`src/ntc_tc_pkg.sv`:
```
// Shared types, codes and constants for the NTC table temperature converter.
package ntc_tc_pkg;

    // Table size default and the width used for index/count compares
    localparam int DEFAULT_TABLE_DEPTH = 64;
    localparam int CMP_W               = 11;

    // Field widths
    localparam int OHMS_W   = 24;
    localparam int TEMP_W   = 16;
    localparam int STEP_W   = 16;
    localparam int COUNT_W  = 7;
    localparam int INDEX_W  = 6;
    localparam int STATUS_W = 3;
    localparam int CFG_IDX_W = 2;
    localparam int PROD_W   = OHMS_W + STEP_W;
    localparam int QUO_W    = STEP_W;
    localparam int DIV_CNT_W = $clog2(QUO_W + 1);

    // Input word kinds
    localparam logic KIND_LOAD    = 1'b0;
    localparam logic KIND_CONVERT = 1'b1;

    // Result status codes
    localparam logic [STATUS_W-1:0] STAT_INTERP = 3'd0;
    localparam logic [STATUS_W-1:0] STAT_COLD   = 3'd1;
    localparam logic [STATUS_W-1:0] STAT_HOT    = 3'd2;
    localparam logic [STATUS_W-1:0] STAT_NO_RD  = 3'd3;
    localparam logic [STATUS_W-1:0] STAT_NO_SEG = 3'd4;

    // Configuration register indexes
    localparam logic [CFG_IDX_W-1:0] REG_START_TEMP = 2'd0;
    localparam logic [CFG_IDX_W-1:0] REG_TEMP_STEP  = 2'd1;
    localparam logic [CFG_IDX_W-1:0] REG_TABLE_CNT  = 2'd2;

    // Register reset values
    localparam logic [TEMP_W-1:0]  RST_START_TEMP = 16'd0;
    localparam logic [STEP_W-1:0]  RST_TEMP_STEP  = 16'd1280;
    localparam logic [COUNT_W-1:0] RST_TABLE_CNT  = 7'd64;

    // Sequencer states
    typedef enum logic [3:0] {
        S_IDLE,
        S_CHK0,
        S_CHKN,
        S_LDHI,
        S_SCAN,
        S_MULF,
        S_DIVS,
        S_DIVW,
        S_MULI,
        S_SUM,
        S_EMIT
    } t_state;

endpackage

```
`src/ntc_tc_mem.sv`:
```
// Resistance table memory: one write port, one registered read port.
module ntc_tc_mem #(
    parameter int TABLE_DEPTH = ntc_tc_pkg::DEFAULT_TABLE_DEPTH
) (
    input  logic                                 i_clk,
    input  logic                                 i_wr_en,
    input  logic [$clog2(TABLE_DEPTH)-1:0]       i_wr_addr,
    input  logic [ntc_tc_pkg::OHMS_W-1:0]        i_wr_data,
    input  logic [$clog2(TABLE_DEPTH)-1:0]       i_rd_addr,
    output logic [ntc_tc_pkg::OHMS_W-1:0]        o_rd_data
);

    logic [ntc_tc_pkg::OHMS_W-1:0] r_mem [TABLE_DEPTH];
    logic [ntc_tc_pkg::OHMS_W-1:0] r_rd_data;

    always_ff @(posedge i_clk) begin
        if (i_wr_en) begin
            r_mem[i_wr_addr] <= i_wr_data;
        end
    end

    always_ff @(posedge i_clk) begin
        r_rd_data <= r_mem[i_rd_addr];
    end

    assign o_rd_data = r_rd_data;

endmodule

```
`src/ntc_tc_div.sv`:
```
// Restoring divider, one quotient bit per cycle; quotient known to fit QUO_W bits.
module ntc_tc_div (
    input  logic                             i_clk,
    input  logic                             i_rst_n,
    input  logic                             i_start,
    input  logic [ntc_tc_pkg::PROD_W-1:0]    i_dividend,
    input  logic [ntc_tc_pkg::OHMS_W-1:0]    i_divisor,
    output logic                             o_done,
    output logic [ntc_tc_pkg::QUO_W-1:0]     o_quotient
);

    logic [ntc_tc_pkg::OHMS_W-1:0]    r_rem,  n_rem;
    logic [ntc_tc_pkg::QUO_W-1:0]     r_quo,  n_quo;
    logic [ntc_tc_pkg::OHMS_W-1:0]    r_dsr,  n_dsr;
    logic [ntc_tc_pkg::DIV_CNT_W-1:0] r_cnt,  n_cnt;
    logic                             r_busy, n_busy;
    logic                             r_done, n_done;
    logic [ntc_tc_pkg::OHMS_W:0]      w_trial;
    logic [ntc_tc_pkg::OHMS_W:0]      w_diff;

    // Partial remainder stays below the divisor, so 25 bits cover the trial
    assign w_trial = {r_rem, r_quo[ntc_tc_pkg::QUO_W-1]};
    assign w_diff  = w_trial - {1'b0, r_dsr};

    always_comb begin
        n_rem  = r_rem;
        n_quo  = r_quo;
        n_dsr  = r_dsr;
        n_cnt  = r_cnt;
        n_busy = r_busy;
        n_done = 1'b0;
        if (i_start) begin
            n_rem  = i_dividend[ntc_tc_pkg::PROD_W-1:ntc_tc_pkg::QUO_W];
            n_quo  = i_dividend[ntc_tc_pkg::QUO_W-1:0];
            n_dsr  = i_divisor;
            n_cnt  = ntc_tc_pkg::DIV_CNT_W'(ntc_tc_pkg::QUO_W);
            n_busy = 1'b1;
        end else if (r_busy) begin
            if (!w_diff[ntc_tc_pkg::OHMS_W]) begin
                n_rem = w_diff[ntc_tc_pkg::OHMS_W-1:0];
                n_quo = {r_quo[ntc_tc_pkg::QUO_W-2:0], 1'b1};
            end else begin
                n_rem = w_trial[ntc_tc_pkg::OHMS_W-1:0];
                n_quo = {r_quo[ntc_tc_pkg::QUO_W-2:0], 1'b0};
            end
            n_cnt = r_cnt - ntc_tc_pkg::DIV_CNT_W'(1);
            if (r_cnt == ntc_tc_pkg::DIV_CNT_W'(1)) begin
                n_busy = 1'b0;
                n_done = 1'b1;
            end
        end
    end

    always_ff @(posedge i_clk) begin
        if (!i_rst_n) begin
            r_busy <= 1'b0;
            r_done <= 1'b0;
            r_cnt  <= '0;
        end else begin
            r_busy <= n_busy;
            r_done <= n_done;
            r_cnt  <= n_cnt;
        end
    end

    always_ff @(posedge i_clk) begin
        r_rem <= n_rem;
        r_quo <= n_quo;
        r_dsr <= n_dsr;
    end

    assign o_done     = r_done;
    assign o_quotient = r_quo;

endmodule

```
`src/ntc_tc_core.sv`:
```
// Sequencer and datapath: table scan, shared multiplier, sum and saturation.
module ntc_tc_core #(
    parameter int TABLE_DEPTH = ntc_tc_pkg::DEFAULT_TABLE_DEPTH
) (
    input  logic                                i_clk,
    input  logic                                i_rst_n,
    // accepted input word
    input  logic                                i_acc,
    input  logic                                i_kind,
    input  logic [ntc_tc_pkg::INDEX_W-1:0]      i_entry_index,
    input  logic [ntc_tc_pkg::OHMS_W-1:0]       i_entry_ohms,
    input  logic [ntc_tc_pkg::OHMS_W-1:0]       i_sample_ohms,
    // configuration
    input  logic [ntc_tc_pkg::TEMP_W-1:0]       i_start_temp,
    input  logic [ntc_tc_pkg::STEP_W-1:0]       i_temp_step,
    input  logic [ntc_tc_pkg::COUNT_W-1:0]      i_table_count,
    // output register handshake
    input  logic                                i_out_free,
    output logic                                o_idle,
    output logic                                o_res_load,
    output logic [ntc_tc_pkg::TEMP_W-1:0]       o_res_temp,
    output logic [ntc_tc_pkg::STATUS_W-1:0]     o_res_status
);

    localparam int AW = $clog2(TABLE_DEPTH);
    localparam int CW = $clog2(TABLE_DEPTH + 1);
    localparam int SW = ntc_tc_pkg::PROD_W + 2;

    ntc_tc_pkg::t_state r_state, n_state;

    logic [ntc_tc_pkg::OHMS_W-1:0]   r_sample, n_sample;
    logic [ntc_tc_pkg::OHMS_W-1:0]   r_hi,     n_hi;
    logic [ntc_tc_pkg::OHMS_W-1:0]   r_width,  n_width;
    logic [ntc_tc_pkg::OHMS_W-1:0]   r_into,   n_into;
    logic [AW-1:0]                   r_idx,    n_idx;
    logic [ntc_tc_pkg::QUO_W-1:0]    r_frac,   n_frac;
    logic [ntc_tc_pkg::STATUS_W-1:0] r_status, n_status;
    logic [ntc_tc_pkg::TEMP_W-1:0]   r_res_temp, n_res_temp;
    logic [ntc_tc_pkg::PROD_W-1:0]   r_prod;

    logic [ntc_tc_pkg::OHMS_W-1:0]   w_mul_a;
    logic [AW-1:0]                   w_rd_addr;
    logic [ntc_tc_pkg::OHMS_W-1:0]   w_rd_data;
    logic                            w_wr_en;
    logic                            w_div_start;
    logic                            w_div_done;
    logic [ntc_tc_pkg::QUO_W-1:0]    w_div_quo;
    logic [ntc_tc_pkg::CMP_W-1:0]    w_cnt_ext;
    logic [CW-1:0]                   w_used;
    logic [CW-1:0]                   w_used_m1;
    logic [CW:0]                     w_idx_p2;
    logic signed [SW-1:0]            w_sum;
    logic [ntc_tc_pkg::TEMP_W-1:0]   w_sat;

    // Entries in use, clamped to 2..TABLE_DEPTH
    assign w_cnt_ext = ntc_tc_pkg::CMP_W'(i_table_count);
    always_comb begin
        if (w_cnt_ext < ntc_tc_pkg::CMP_W'(2)) begin
            w_used = CW'(2);
        end else if (w_cnt_ext > ntc_tc_pkg::CMP_W'(TABLE_DEPTH)) begin
            w_used = CW'(TABLE_DEPTH);
        end else begin
            w_used = CW'(w_cnt_ext);
        end
    end
    assign w_used_m1 = w_used - CW'(1);
    assign w_idx_p2  = (CW+1)'(r_idx) + (CW+1)'(2);

    assign w_wr_en = i_acc && (i_kind == ntc_tc_pkg::KIND_LOAD)
                     && (ntc_tc_pkg::CMP_W'(i_entry_index) < ntc_tc_pkg::CMP_W'(TABLE_DEPTH));

    ntc_tc_mem #(
        .TABLE_DEPTH (TABLE_DEPTH)
    ) u_mem (
        .i_clk     (i_clk),
        .i_wr_en   (w_wr_en),
        .i_wr_addr (AW'(i_entry_index)),
        .i_wr_data (i_entry_ohms),
        .i_rd_addr (w_rd_addr),
        .o_rd_data (w_rd_data)
    );

    ntc_tc_div u_div (
        .i_clk      (i_clk),
        .i_rst_n    (i_rst_n),
        .i_start    (w_div_start),
        .i_dividend (r_prod),
        .i_divisor  (r_width),
        .o_done     (w_div_done),
        .o_quotient (w_div_quo)
    );

    // Shared multiplier, operand picked by state, product registered
    always_ff @(posedge i_clk) begin
        r_prod <= ntc_tc_pkg::PROD_W'(w_mul_a) * ntc_tc_pkg::PROD_W'(i_temp_step);
    end

    // start + product + fraction, saturated to 16 bits signed
    assign w_sum = SW'(signed'(i_start_temp)) + signed'(SW'(r_prod)) + signed'(SW'(r_frac));
    always_comb begin
        if (w_sum > SW'(32767)) begin
            w_sat = 16'h7FFF;
        end else if (w_sum < -SW'(32768)) begin
            w_sat = 16'h8000;
        end else begin
            w_sat = w_sum[ntc_tc_pkg::TEMP_W-1:0];
        end
    end

    always_ff @(posedge i_clk) begin
        if (!i_rst_n) begin
            r_state <= ntc_tc_pkg::S_IDLE;
        end else begin
            r_state <= n_state;
        end
    end

    always_ff @(posedge i_clk) begin
        r_sample   <= n_sample;
        r_hi       <= n_hi;
        r_width    <= n_width;
        r_into     <= n_into;
        r_idx      <= n_idx;
        r_frac     <= n_frac;
        r_status   <= n_status;
        r_res_temp <= n_res_temp;
    end

    always_comb begin
        n_state     = r_state;
        n_sample    = r_sample;
        n_hi        = r_hi;
        n_width     = r_width;
        n_into      = r_into;
        n_idx       = r_idx;
        n_frac      = r_frac;
        n_status    = r_status;
        n_res_temp  = r_res_temp;
        w_rd_addr   = '0;
        w_mul_a     = r_into;
        w_div_start = 1'b0;
        o_res_load  = 1'b0;
        case (r_state)
            ntc_tc_pkg::S_IDLE: begin
                if (i_acc && (i_kind == ntc_tc_pkg::KIND_CONVERT)) begin
                    n_sample = i_sample_ohms;
                    if (i_sample_ohms == '0) begin
                        n_res_temp = '0;
                        n_status   = ntc_tc_pkg::STAT_NO_RD;
                        n_state    = ntc_tc_pkg::S_EMIT;
                    end else begin
                        n_state = ntc_tc_pkg::S_CHK0;
                    end
                end
            end
            ntc_tc_pkg::S_CHK0: begin
                w_rd_addr = AW'(w_used_m1);
                if (r_sample > w_rd_data) begin
                    n_res_temp = i_start_temp;
                    n_status   = ntc_tc_pkg::STAT_COLD;
                    n_state    = ntc_tc_pkg::S_EMIT;
                end else begin
                    n_state = ntc_tc_pkg::S_CHKN;
                end
            end
            ntc_tc_pkg::S_CHKN: begin
                w_mul_a = ntc_tc_pkg::OHMS_W'(w_used_m1);
                if (r_sample < w_rd_data) begin
                    n_frac   = '0;
                    n_status = ntc_tc_pkg::STAT_HOT;
                    n_state  = ntc_tc_pkg::S_SUM;
                end else begin
                    n_state = ntc_tc_pkg::S_LDHI;
                end
            end
            ntc_tc_pkg::S_LDHI: begin
                w_rd_addr = AW'(1);
                n_hi      = w_rd_data;
                n_idx     = '0;
                n_state   = ntc_tc_pkg::S_SCAN;
            end
            ntc_tc_pkg::S_SCAN: begin
                w_rd_addr = AW'(w_idx_p2);
                if ((r_hi >= r_sample) && (r_sample >= w_rd_data)) begin
                    n_width = r_hi - w_rd_data;
                    n_into  = r_hi - r_sample;
                    n_state = ntc_tc_pkg::S_MULF;
                end else if (w_idx_p2 < {1'b0, w_used}) begin
                    n_hi  = w_rd_data;
                    n_idx = r_idx + AW'(1);
                end else begin
                    n_res_temp = '0;
                    n_status   = ntc_tc_pkg::STAT_NO_SEG;
                    n_state    = ntc_tc_pkg::S_EMIT;
                end
            end
            ntc_tc_pkg::S_MULF: begin
                n_state = ntc_tc_pkg::S_DIVS;
            end
            ntc_tc_pkg::S_DIVS: begin
                n_status = ntc_tc_pkg::STAT_INTERP;
                if (r_width == '0) begin
                    n_frac  = '0;
                    n_state = ntc_tc_pkg::S_MULI;
                end else begin
                    w_div_start = 1'b1;
                    n_state     = ntc_tc_pkg::S_DIVW;
                end
            end
            ntc_tc_pkg::S_DIVW: begin
                if (w_div_done) begin
                    n_frac  = w_div_quo;
                    n_state = ntc_tc_pkg::S_MULI;
                end
            end
            ntc_tc_pkg::S_MULI: begin
                w_mul_a = ntc_tc_pkg::OHMS_W'(r_idx);
                n_state = ntc_tc_pkg::S_SUM;
            end
            ntc_tc_pkg::S_SUM: begin
                n_res_temp = w_sat;
                n_state    = ntc_tc_pkg::S_EMIT;
            end
            ntc_tc_pkg::S_EMIT: begin
                if (i_out_free) begin
                    o_res_load = 1'b1;
                    n_state    = ntc_tc_pkg::S_IDLE;
                end
            end
            default: begin
                n_state = ntc_tc_pkg::S_IDLE;
            end
        endcase
    end

    assign o_idle       = (r_state == ntc_tc_pkg::S_IDLE);
    assign o_res_temp   = r_res_temp;
    assign o_res_status = r_status;

endmodule

```
`src/ntc_table_temperature_convert.sv`:
```
// Top level of the NTC table temperature converter: ports, config registers, output register.
//
//  channel   dir  handshake                     word
//  --------  ---  ----------------------------  ---------------------------------------------
//  s_axis    in   s_axis_tvalid/s_axis_tready   tdata: entry_index, entry_ohms, sample_ohms
//                                                tuser: kind (0 load, 1 convert)
//  m_axis    out  m_axis_tvalid/m_axis_tready   tdata: temperature_q8; tuser: status
//  cfg       in   i_cfg_valid/o_cfg_ready       i_cfg_index, i_cfg_data
//
// A load word is written to the table in the cycle it is taken; ready stays high.
// A convert: accept, end checks, a scan of the pairs in order (up to entries in use - 1,
// table_count held to 2..TABLE_DEPTH), then interpolation, the restoring divider giving
// 16 quotient bits, and the hand-over; a zero reading or one past either end skips ahead.
// Ready stays low throughout. A convert ending while the output register is full waits.
// Reset clears sequencer, config and output valid, not the table.
module ntc_table_temperature_convert #(
    parameter int TABLE_DEPTH = ntc_tc_pkg::DEFAULT_TABLE_DEPTH
) (
    input  logic        i_clk,
    input  logic        i_rst_n,
    // input words
    input  logic        s_axis_tvalid,
    output logic        s_axis_tready,
    input  logic [55:0] s_axis_tdata,   // [5:0] entry_index, [29:6] entry_ohms,
                                        // [53:30] sample_ohms, [55:54] zero
    input  logic        s_axis_tuser,   // [0] kind
    // result words
    output logic        m_axis_tvalid,
    input  logic        m_axis_tready,
    output logic [15:0] m_axis_tdata,   // [15:0] temperature_q8
    output logic [2:0]  m_axis_tuser,   // [2:0] status
    // configuration writes
    input  logic        i_cfg_valid,
    output logic        o_cfg_ready,
    input  logic [ntc_tc_pkg::CFG_IDX_W-1:0] i_cfg_index,
    input  logic [15:0] i_cfg_data
);

    logic [ntc_tc_pkg::TEMP_W-1:0]   r_start_temp;
    logic [ntc_tc_pkg::STEP_W-1:0]   r_temp_step;
    logic [ntc_tc_pkg::COUNT_W-1:0]  r_table_count;
    logic                            r_out_valid;
    logic [ntc_tc_pkg::TEMP_W-1:0]   r_out_temp;
    logic [ntc_tc_pkg::STATUS_W-1:0] r_out_status;

    logic                            w_acc;
    logic                            w_cfg_acc;
    logic                            w_idle;
    logic                            w_out_free;
    logic                            w_res_load;
    logic [ntc_tc_pkg::TEMP_W-1:0]   w_res_temp;
    logic [ntc_tc_pkg::STATUS_W-1:0] w_res_status;

    assign s_axis_tready = w_idle;
    assign w_acc         = s_axis_tvalid && s_axis_tready;
    assign o_cfg_ready   = 1'b1;
    assign w_cfg_acc     = i_cfg_valid && o_cfg_ready;
    // output register can take a result when empty or being drained this cycle
    assign w_out_free    = !r_out_valid || m_axis_tready;

    // configuration registers; index 3 has no register and is dropped
    always_ff @(posedge i_clk) begin
        if (!i_rst_n) begin
            r_start_temp  <= ntc_tc_pkg::RST_START_TEMP;
            r_temp_step   <= ntc_tc_pkg::RST_TEMP_STEP;
            r_table_count <= ntc_tc_pkg::RST_TABLE_CNT;
        end else if (w_cfg_acc) begin
            case (i_cfg_index)
                ntc_tc_pkg::REG_START_TEMP: r_start_temp  <= i_cfg_data;
                ntc_tc_pkg::REG_TEMP_STEP:  r_temp_step   <= i_cfg_data;
                ntc_tc_pkg::REG_TABLE_CNT:  r_table_count <= i_cfg_data[ntc_tc_pkg::COUNT_W-1:0];
                default: ;
            endcase
        end
    end

    ntc_tc_core #(
        .TABLE_DEPTH (TABLE_DEPTH)
    ) u_core (
        .i_clk         (i_clk),
        .i_rst_n       (i_rst_n),
        .i_acc         (w_acc),
        .i_kind        (s_axis_tuser),
        .i_entry_index (s_axis_tdata[5:0]),
        .i_entry_ohms  (s_axis_tdata[29:6]),
        .i_sample_ohms (s_axis_tdata[53:30]),
        .i_start_temp  (r_start_temp),
        .i_temp_step   (r_temp_step),
        .i_table_count (r_table_count),
        .i_out_free    (w_out_free),
        .o_idle        (w_idle),
        .o_res_load    (w_res_load),
        .o_res_temp    (w_res_temp),
        .o_res_status  (w_res_status)
    );

    // output register
    always_ff @(posedge i_clk) begin
        if (!i_rst_n) begin
            r_out_valid <= 1'b0;
        end else if (w_res_load) begin
            r_out_valid <= 1'b1;
        end else if (m_axis_tready) begin
            r_out_valid <= 1'b0;
        end
    end

    always_ff @(posedge i_clk) begin
        if (w_res_load) begin
            r_out_temp   <= w_res_temp;
            r_out_status <= w_res_status;
        end
    end

    assign m_axis_tvalid = r_out_valid;
    assign m_axis_tdata  = r_out_temp;
    assign m_axis_tuser  = r_out_status;

    // a convert of a zero reading goes straight to the result stage
    a_no_reading_emit: assert property (@(posedge i_clk) disable iff (!i_rst_n)
        (w_acc && (s_axis_tuser == ntc_tc_pkg::KIND_CONVERT) && (s_axis_tdata[53:30] == '0))
        |=> !s_axis_tready && !w_res_load || (w_res_load && w_res_status == ntc_tc_pkg::STAT_NO_RD))
        else $error("zero reading did not go to result stage");

    // a result is only handed over while busy and the output register is free, never when idle
    a_load_busy: assert property (@(posedge i_clk) disable iff (!i_rst_n)
        w_res_load |-> !w_idle && w_out_free)
        else $error("result loaded while idle or output full");

    // a load word never yields a result word
    a_load_no_result: assert property (@(posedge i_clk) disable iff (!i_rst_n)
        (w_acc && (s_axis_tuser == ntc_tc_pkg::KIND_LOAD)) |=> s_axis_tready && !w_res_load)
        else $error("load word disturbed the sequencer");

    // output valid only rises when a result is loaded
    a_valid_from_load: assert property (@(posedge i_clk) disable iff (!i_rst_n)
        $rose(m_axis_tvalid) |-> $past(w_res_load))
        else $error("output valid without a result");

endmodule

```
`config.mk`:
```
export PLATFORM = sky130hd
export DESIGN_NAME = ntc_table_temperature_convert
export DESIGN_NICKNAME = d
export VERILOG_FILES = /design/src/ntc_tc_pkg.sv /design/src/ntc_tc_mem.sv /design/src/ntc_tc_div.sv /design/src/ntc_tc_core.sv /design/src/ntc_table_temperature_convert.sv
export SDC_FILE = /design/constraint.sdc
export NUM_CORES = 2
export LEC_CHECK = 0
export BUFFER_PORTS_ARGS = -buffer_cell sky130_fd_sc_hd__buf_4
export CORE_MARGIN = 4
export CORE_UTILIZATION = 60
export CTS_BUF_LIST = sky130_fd_sc_hd__clkbuf_4
export CTS_CLUSTER_SIZE = 20
export DETAILED_ROUTE_END_ITERATION = 7
export HOLD_SLACK_MARGIN = 0.08
export PLACE_DENSITY = 0.76
export SETUP_SLACK_MARGIN = 0.5
export SYNTH_ARGS = -nofsm -noshare
export SYNTH_HDL_FRONTEND = slang
export SYNTH_HIERARCHICAL = 1
export SYNTH_SLANG_ARGS = --single-unit
```
`constraint.sdc`:
```
create_clock -name i_clk -period 10.8 [get_ports i_clk]
set_input_delay 0.54 -clock i_clk [delete_from_list [all_inputs] [get_ports i_clk]]
set_output_delay 0.54 -clock i_clk [all_outputs]
set_load 0.03 [all_outputs]
```
# Yosys cells after proc, flatten, opt, wreduce, memory -nomap -nowiden
# Memory sizes are Yosys's and may differ from the RTL's. A register that Yosys moved wholly into a read port is not among the register bits.
# Index checks and enable logic that the tools add are counted.
# word_totals
reg_bits	311
latchBits	0
ramBits	1536
mem_bits_ro	0
in_bits	80
word_cells	157
mem_count	1
# mem_list
memory	words	word_bits	read_ports	rd_clocked_by_memory_dff	wr	line	rtl
u_core.u_mem.r_mem	64	24	1	1	1	ntc_tc_mem.sv:13	logic [ntc_tc_pkg::OHMS_W-1:0] r_mem [TABLE_DEPTH];
# classes
n_addsub	9
n_mul	1
div	0
magnitude_cmp	9
n_eq_ne	24
n_shift	0
mux	59
n_bitwise	3
reduce_logical	28
# op_table
cell	n
$mux W16	12
$mux W24	5
$pmux W24 S2	2
$pmux W16 S4	1
$ge A24 B24 Y1	2
$logic_not A24 Y1	2
$pmux W16 S3	1
$sub A24 B24 Y24	2
$pmux W4 S11	1
$add A16 B41 Y42	1
$add A42 B17 Y42	1
$gt A42 B16 Y1 const B	1
$lt A42 B16 Y1 const B	1
$mul A24 B16 Y40	1
$mux W4	9
$sub A25 B24 Y25	1
$gt A24 B24 Y1	1
$lt A24 B24 Y1	1
$mux W3	6
$pmux W6 S3	1
$eq A4 B3 Y1 const B	4
$pmux W3 S5	1
$mux W7	2
$ne A2 B1 Y1 const B	7
other kinds (36)	67

# Longest topological paths before layout
# depth
word_depth	7
ltp_mapped	35
ltp_nobuf	32

# Cells and area by module
# Netlist, hierarchy kept.
# modules_own_cells
mod	n_inst	cells_per_inst	area_per_inst_um2
ntc_tc_mem	1	2610	59295.6
ntc_tc_core	1	2657	24606.1
ntc_tc_div	1	389	4280.4
ntc_table_temperature_convert	1	175	2135.8

# Worst setup path before layout
# OpenSTA, ideal clock, no wires.
# synth_path
path_kind	reg2reg
start	register u_core.r_state[1]
end	register u_core/r_prod[38] in the netlist's numbering
setup_ps	72
t_arrival_ps	7762
path_slack_ps	2966
path_stages_with_launch	36
path_buffers	4
path_cell_list	dfxtp_1 -> clkbuf_1 -> nor2_1 -> and2_1 -> clkbuf_1 -> nor2_1 -> clkbuf_1 -> a22oi_1 -> o21ai_1 -> clkbuf_1 -> and2_1 -> fa_1 -> inv_1 -> fa_1 -> inv_1 -> fa_1 -> inv_1 -> fa_1 -> inv_1 -> fa_1 -> inv_1 -> fa_1 -> inv_1 -> ha_1 -> a21o_1 -> a21oi_1 -> inv_1 -> a21oi_1 -> o21ai_0 -> o21ai_1 -> a21oi_1 -> o41ai_1 -> o31ai_1 -> a21o_1 -> a21oi_1 -> xnor2_1
# synth_between
elab_chain_len	3
word_cells_on_any_way	4
classes_between	mul: 1; eq/ne: 2; mux: 1
# synth_rtl
item	line	rtl
start, declared	ntc_tc_core.sv:29	ntc_tc_pkg::t_state r_state, n_state;
start signal, assigned	ntc_tc_core.sv:112	r_state <= ntc_tc_pkg::S_IDLE;
start signal, assigned	ntc_tc_core.sv:114	r_state <= n_state;
$eq A4 B4 Y1 or $eq A4 B2 Y1 (tied branches)	ntc_tc_core.sv:143	case (r_state)
$pmux W24 S2 (*)	ntc_tc_core.sv:143	
$mul A24 B16 Y40 (*)	ntc_tc_core.sv:95	r_prod <= ntc_tc_pkg::PROD_W'(w_mul_a) * ntc_tc_pkg::PROD_W'(i_temp_step);
end signal, assigned	ntc_tc_core.sv:95	
end, declared	ntc_tc_core.sv:39	logic [ntc_tc_pkg::PROD_W-1:0] r_prod;
# Every way passes the cells marked *; elsewhere a longest branch is shown, timed or not.
# A chain may end at the register's enable or synchronous reset.

# Worst setup path after layout
# Ends and elaborated chain as after synthesis.

==> run summary <==
LEAKAGE - 0.0366 µW
First-pass GRT wire length - 340000 µm
Synthesized cell area - 90300 µm²
Met1 Resource Use GR - 37.6%
Port Buffer Count - 98
Layout area overhead - 11.4%
Yosys cell types - 100
Via count - 54.3k
Status - finished clean
Antenna-violating nets left - 0
Setup TNS - 0 ns
GPL Wtd Cong - 0.898
Final Hold Viols - 0
Worst Tran Pin Value - 1.27 ns
Pin count of the biggest net entering global routing - 125
Row count - 142
Layout Nets - 7074
FFs w/ async S/R, synth - 0%
Remaining DRCs - 0
Slew HR - 15.1%
Vias in the first global route - 56.0k
Initial drt markers - 5331
CTS tree - done
CTS clk-pin slew, worst paths - 0.06 ns
Unrepaired setup endpoints after global routing - false
Htree depth - 5
Final min period - 9.79 ns
Final HPWL DP - 139000 µm
Root buffer cell - clkbuf_4
First drt pass iteration count - 5
Setup Skew - 0.131 ns
Die width - 396 µm
Die Span Y - 396 µm
Syn_nets - 6519
Post-CTS Setup Bufs - 0
Clock Sink Count - 1871
Worst IR drop on VDD - 0.000266 V
Critical Path Most Common Cell - inv_1
Fin area - 101000 µm²
Main synth FF type - edfxtp_1
EDFF count, synth - 1756
GR Util met2 - 47.2%
CTS buffer count - 458
DRT Wirelength - 226000 µm
CP Max Fanout - 28
YS warnings - 6
DIE AREA - 157000 µm²
Share of cells above drive strength 1 - 21.5%
Remaining global-route overflow - 0
FMAX - 102 MHz
Post-Syn Instances - 5831
Power Dens Cells - 252 nW/µm²
Setup Viol. Count Final - 0
Synthesis-stage register bit count - 1871
Tot GR Track Use - 29.1%
Initial antenna violation count - 17
Slowest-stage cell, CP - nor2_1
Nature of the critical path endpoint - flip-flop
Slew Limit Fails - 0
Fin crit share - 90.6%
GR peak layer - met2
Placed inst area - 93500 µm²
Max cap viols - 0
Vias/cell - 6.21
Critical path class - flip-flop to flip-flop
Crit path launch type - flip-flop
Sequential element share of the synthesized area - 60.9%
Worst Path Arrival - 11.02 ns
Clock latency on the worst-skew pair - 1.35 ns
Post-DR wirelength/cell - 25.9 µm
Slowest stage delay, CP - 0.84 ns
Syn_area_per_cell - 15.5 µm²
Starting Density - 60.3%
Core area - 150000 µm²
Clk buf depth - 4
Hold WC Path Type - input port to flip-flop
M3 GR Usage - 6.96%
# IOs - 102
Required time of the critical path - 12.03 ns
==> metrics by stage <==
stage	utilization (%)	setup WS [ns]	hold slack, ns	std cells	total power [µW]
after floorplan	-	2.97	0.400	5831	16300
after global placement	62.4	1.37	0.403	7791	19500
after detailed placement	62.4	1.27	0.405	7791	19700
after CTS	67.1	1.19	0.0946	8733	25400
after global routing	67.2	0.519	0.184	8745	26800
final	67.2	1.01	0.266	8747	25400
==> cells in the final DEF (no fill, tap or decap), drive strengths merged, types with 16 or more instances in the layout <==
| cell type | netlist | final |
|---|---|---|
| a211oi | 17 | 17 |
| a21o | 71 | 71 |
| a21oi | 154 | 154 |
| a221o | 21 | 21 |
| a221oi | 56 | 56 |
| a22oi | 36 | 36 |
| a31oi | 29 | 29 |
| and2 | 118 | 118 |
| and3 | 104 | 104 |
| buf | 129 | 208 |
| clkbuf | 135 | 662 |
| clkinv | 3 | 118 |
| dfxtp | 115 | 115 |
| dlygate4sd3 | 0 | 150 |
| edfxtp | 1756 | 1756 |
| fa | 326 | 326 |
| ha | 282 | 282 |
| inv | 471 | 480 |
| mux2 | 70 | 70 |
| mux2i | 150 | 150 |
| mux4 | 355 | 355 |
| nand2 | 471 | 471 |
| nand2b | 32 | 32 |
| nand3 | 54 | 54 |
| nand4 | 29 | 29 |
| nor2 | 210 | 211 |
| nor2b | 35 | 35 |
| nor3 | 37 | 37 |
| nor4 | 24 | 24 |
| o211ai | 17 | 17 |
| o21a | 44 | 44 |
| o21ai | 122 | 122 |
| o21bai | 16 | 16 |
| o22ai | 57 | 57 |
| or3 | 21 | 21 |
| xnor2 | 92 | 92 |
| xor2 | 48 | 48 |
==> critical path, delay by kind of cell (launching register included) <==
family / cells / cell delay [ns]
AOI/OAI and AO/OA: 12 / 3.30
xor gates and xnor gates: 1 / 0.13
adders and majority gates: 7 / 3.43
buffers and inverters: 7 / 0.39
DFF: 1 / 0.69
and+or+nand+nor: 4 / 1.73
==> layout make-up <==
class,instances,area (µm²)
multi-input cells,3223,32500
inverters,474,1780
fillers,10100,49200
flip-flops and latches,1871,55000
clock buffers,662,4970
diodes,13,32.5
well taps,2016,2520
clock inverters,130,619
repair buffers,358,3110
==> repair_timing <==
item,CTS,global route
setup endpoints to repair,0,1
hold buffers,150,0
resized for setup,0,0
hold endpoints to repair,2056,0
==> sequential cells by signal, indices dropped and copies added, names as in the netlist, 24 cells and up <==
name                    cells
u_core/r_sample            24
u_core/u_mem/o_rd_data     24
u_core/u_mem/r_mem       1536
u_core/r_width             24
u_core/u_div/r_dsr         24
u_core/r_hi                24
u_core/r_prod              40
u_core/u_div/r_rem         24
u_core/r_into              24
==> synth_stat cells, types with 31 or more instances <==
| library cell | instances | area share, % |
|---|---|---|
| a21oi_1 | 152 | 0.84 |
| nand3_1 | 53 | 0.29 |
| dfxtp_1 | 115 | 2.5 |
| xor2_1 | 48 | 0.47 |
| a221oi_1 | 54 | 0.52 |
| nor3_1 | 36 | 0.20 |
| and2_1 | 116 | 0.80 |
| o21ai_0 | 93 | 0.52 |
| mux2i_1 | 150 | 1.7 |
| inv_1 | 470 | 2.0 |
| nand2b_1 | 31 | 0.21 |
| buf_2 | 61 | 0.34 |
| xnor2_1 | 92 | 0.89 |
| and3_1 | 104 | 0.72 |
| fa_1 | 326 | 7.2 |
| o22ai_1 | 57 | 0.39 |
| nand2_1 | 471 | 2.0 |
| mux2_2 | 69 | 0.86 |
| a22oi_1 | 36 | 0.30 |
| nor2_1 | 210 | 0.87 |
| buf_4 | 38 | 0.32 |
| o21a_1 | 44 | 0.37 |
| edfxtp_1 | 1756 | 58 |
| a21o_1 | 71 | 0.59 |
| mux4_2 | 355 | 8.9 |
| ha_1 | 282 | 3.9 |
| nor2b_1 | 35 | 0.24 |
| clkbuf_1 | 133 | 0.55 |
==> routing by layer <==
metal,share of wire [%],vias up
li1,-,23300
met1,37,27400
met2,48,3029
met3,9.9,537
met4,5.1,4
met5,0.0093,-
==> report_power, final <==
part           internal (µW)  leakage (µW)  total (µW)  switching [µW]
Combinational           4360        0.0164       11100            6750
Clock                   2890       0.00335        5610            2720
Sequential              8380        0.0168        8640             258
Total                  15600        0.0366       25400            9730
==> worst paths after layout <==
path | depth (start not counted) | from | slack, ns | endpoint
worst max-delay path | 31 | u_core/r_state[1] | 1.01 | u_core/r_prod[38]
worst min-delay path | 4 | i_cfg_data[10] | 0.27 | r_temp_step[10]
worst max register to register | 31 | u_core/r_state[1] | 1.01 | u_core/r_prod[38]
worst min register to register | 0 | u_core/r_width[7] | 0.38 | u_core/u_div/r_dsr[7]
==> cells by family after synthesis <==
group | share of synthesized area, %
xor+xnor | 1.36
flops | 60.9
compound gates | 5.40
simple gates | 6.34
fa+ha+maj | 11.1
other cells | 0.00415
buf+inv | 3.44
mux | 11.4
Note: power is estimated with default switching activity, not from simulation.
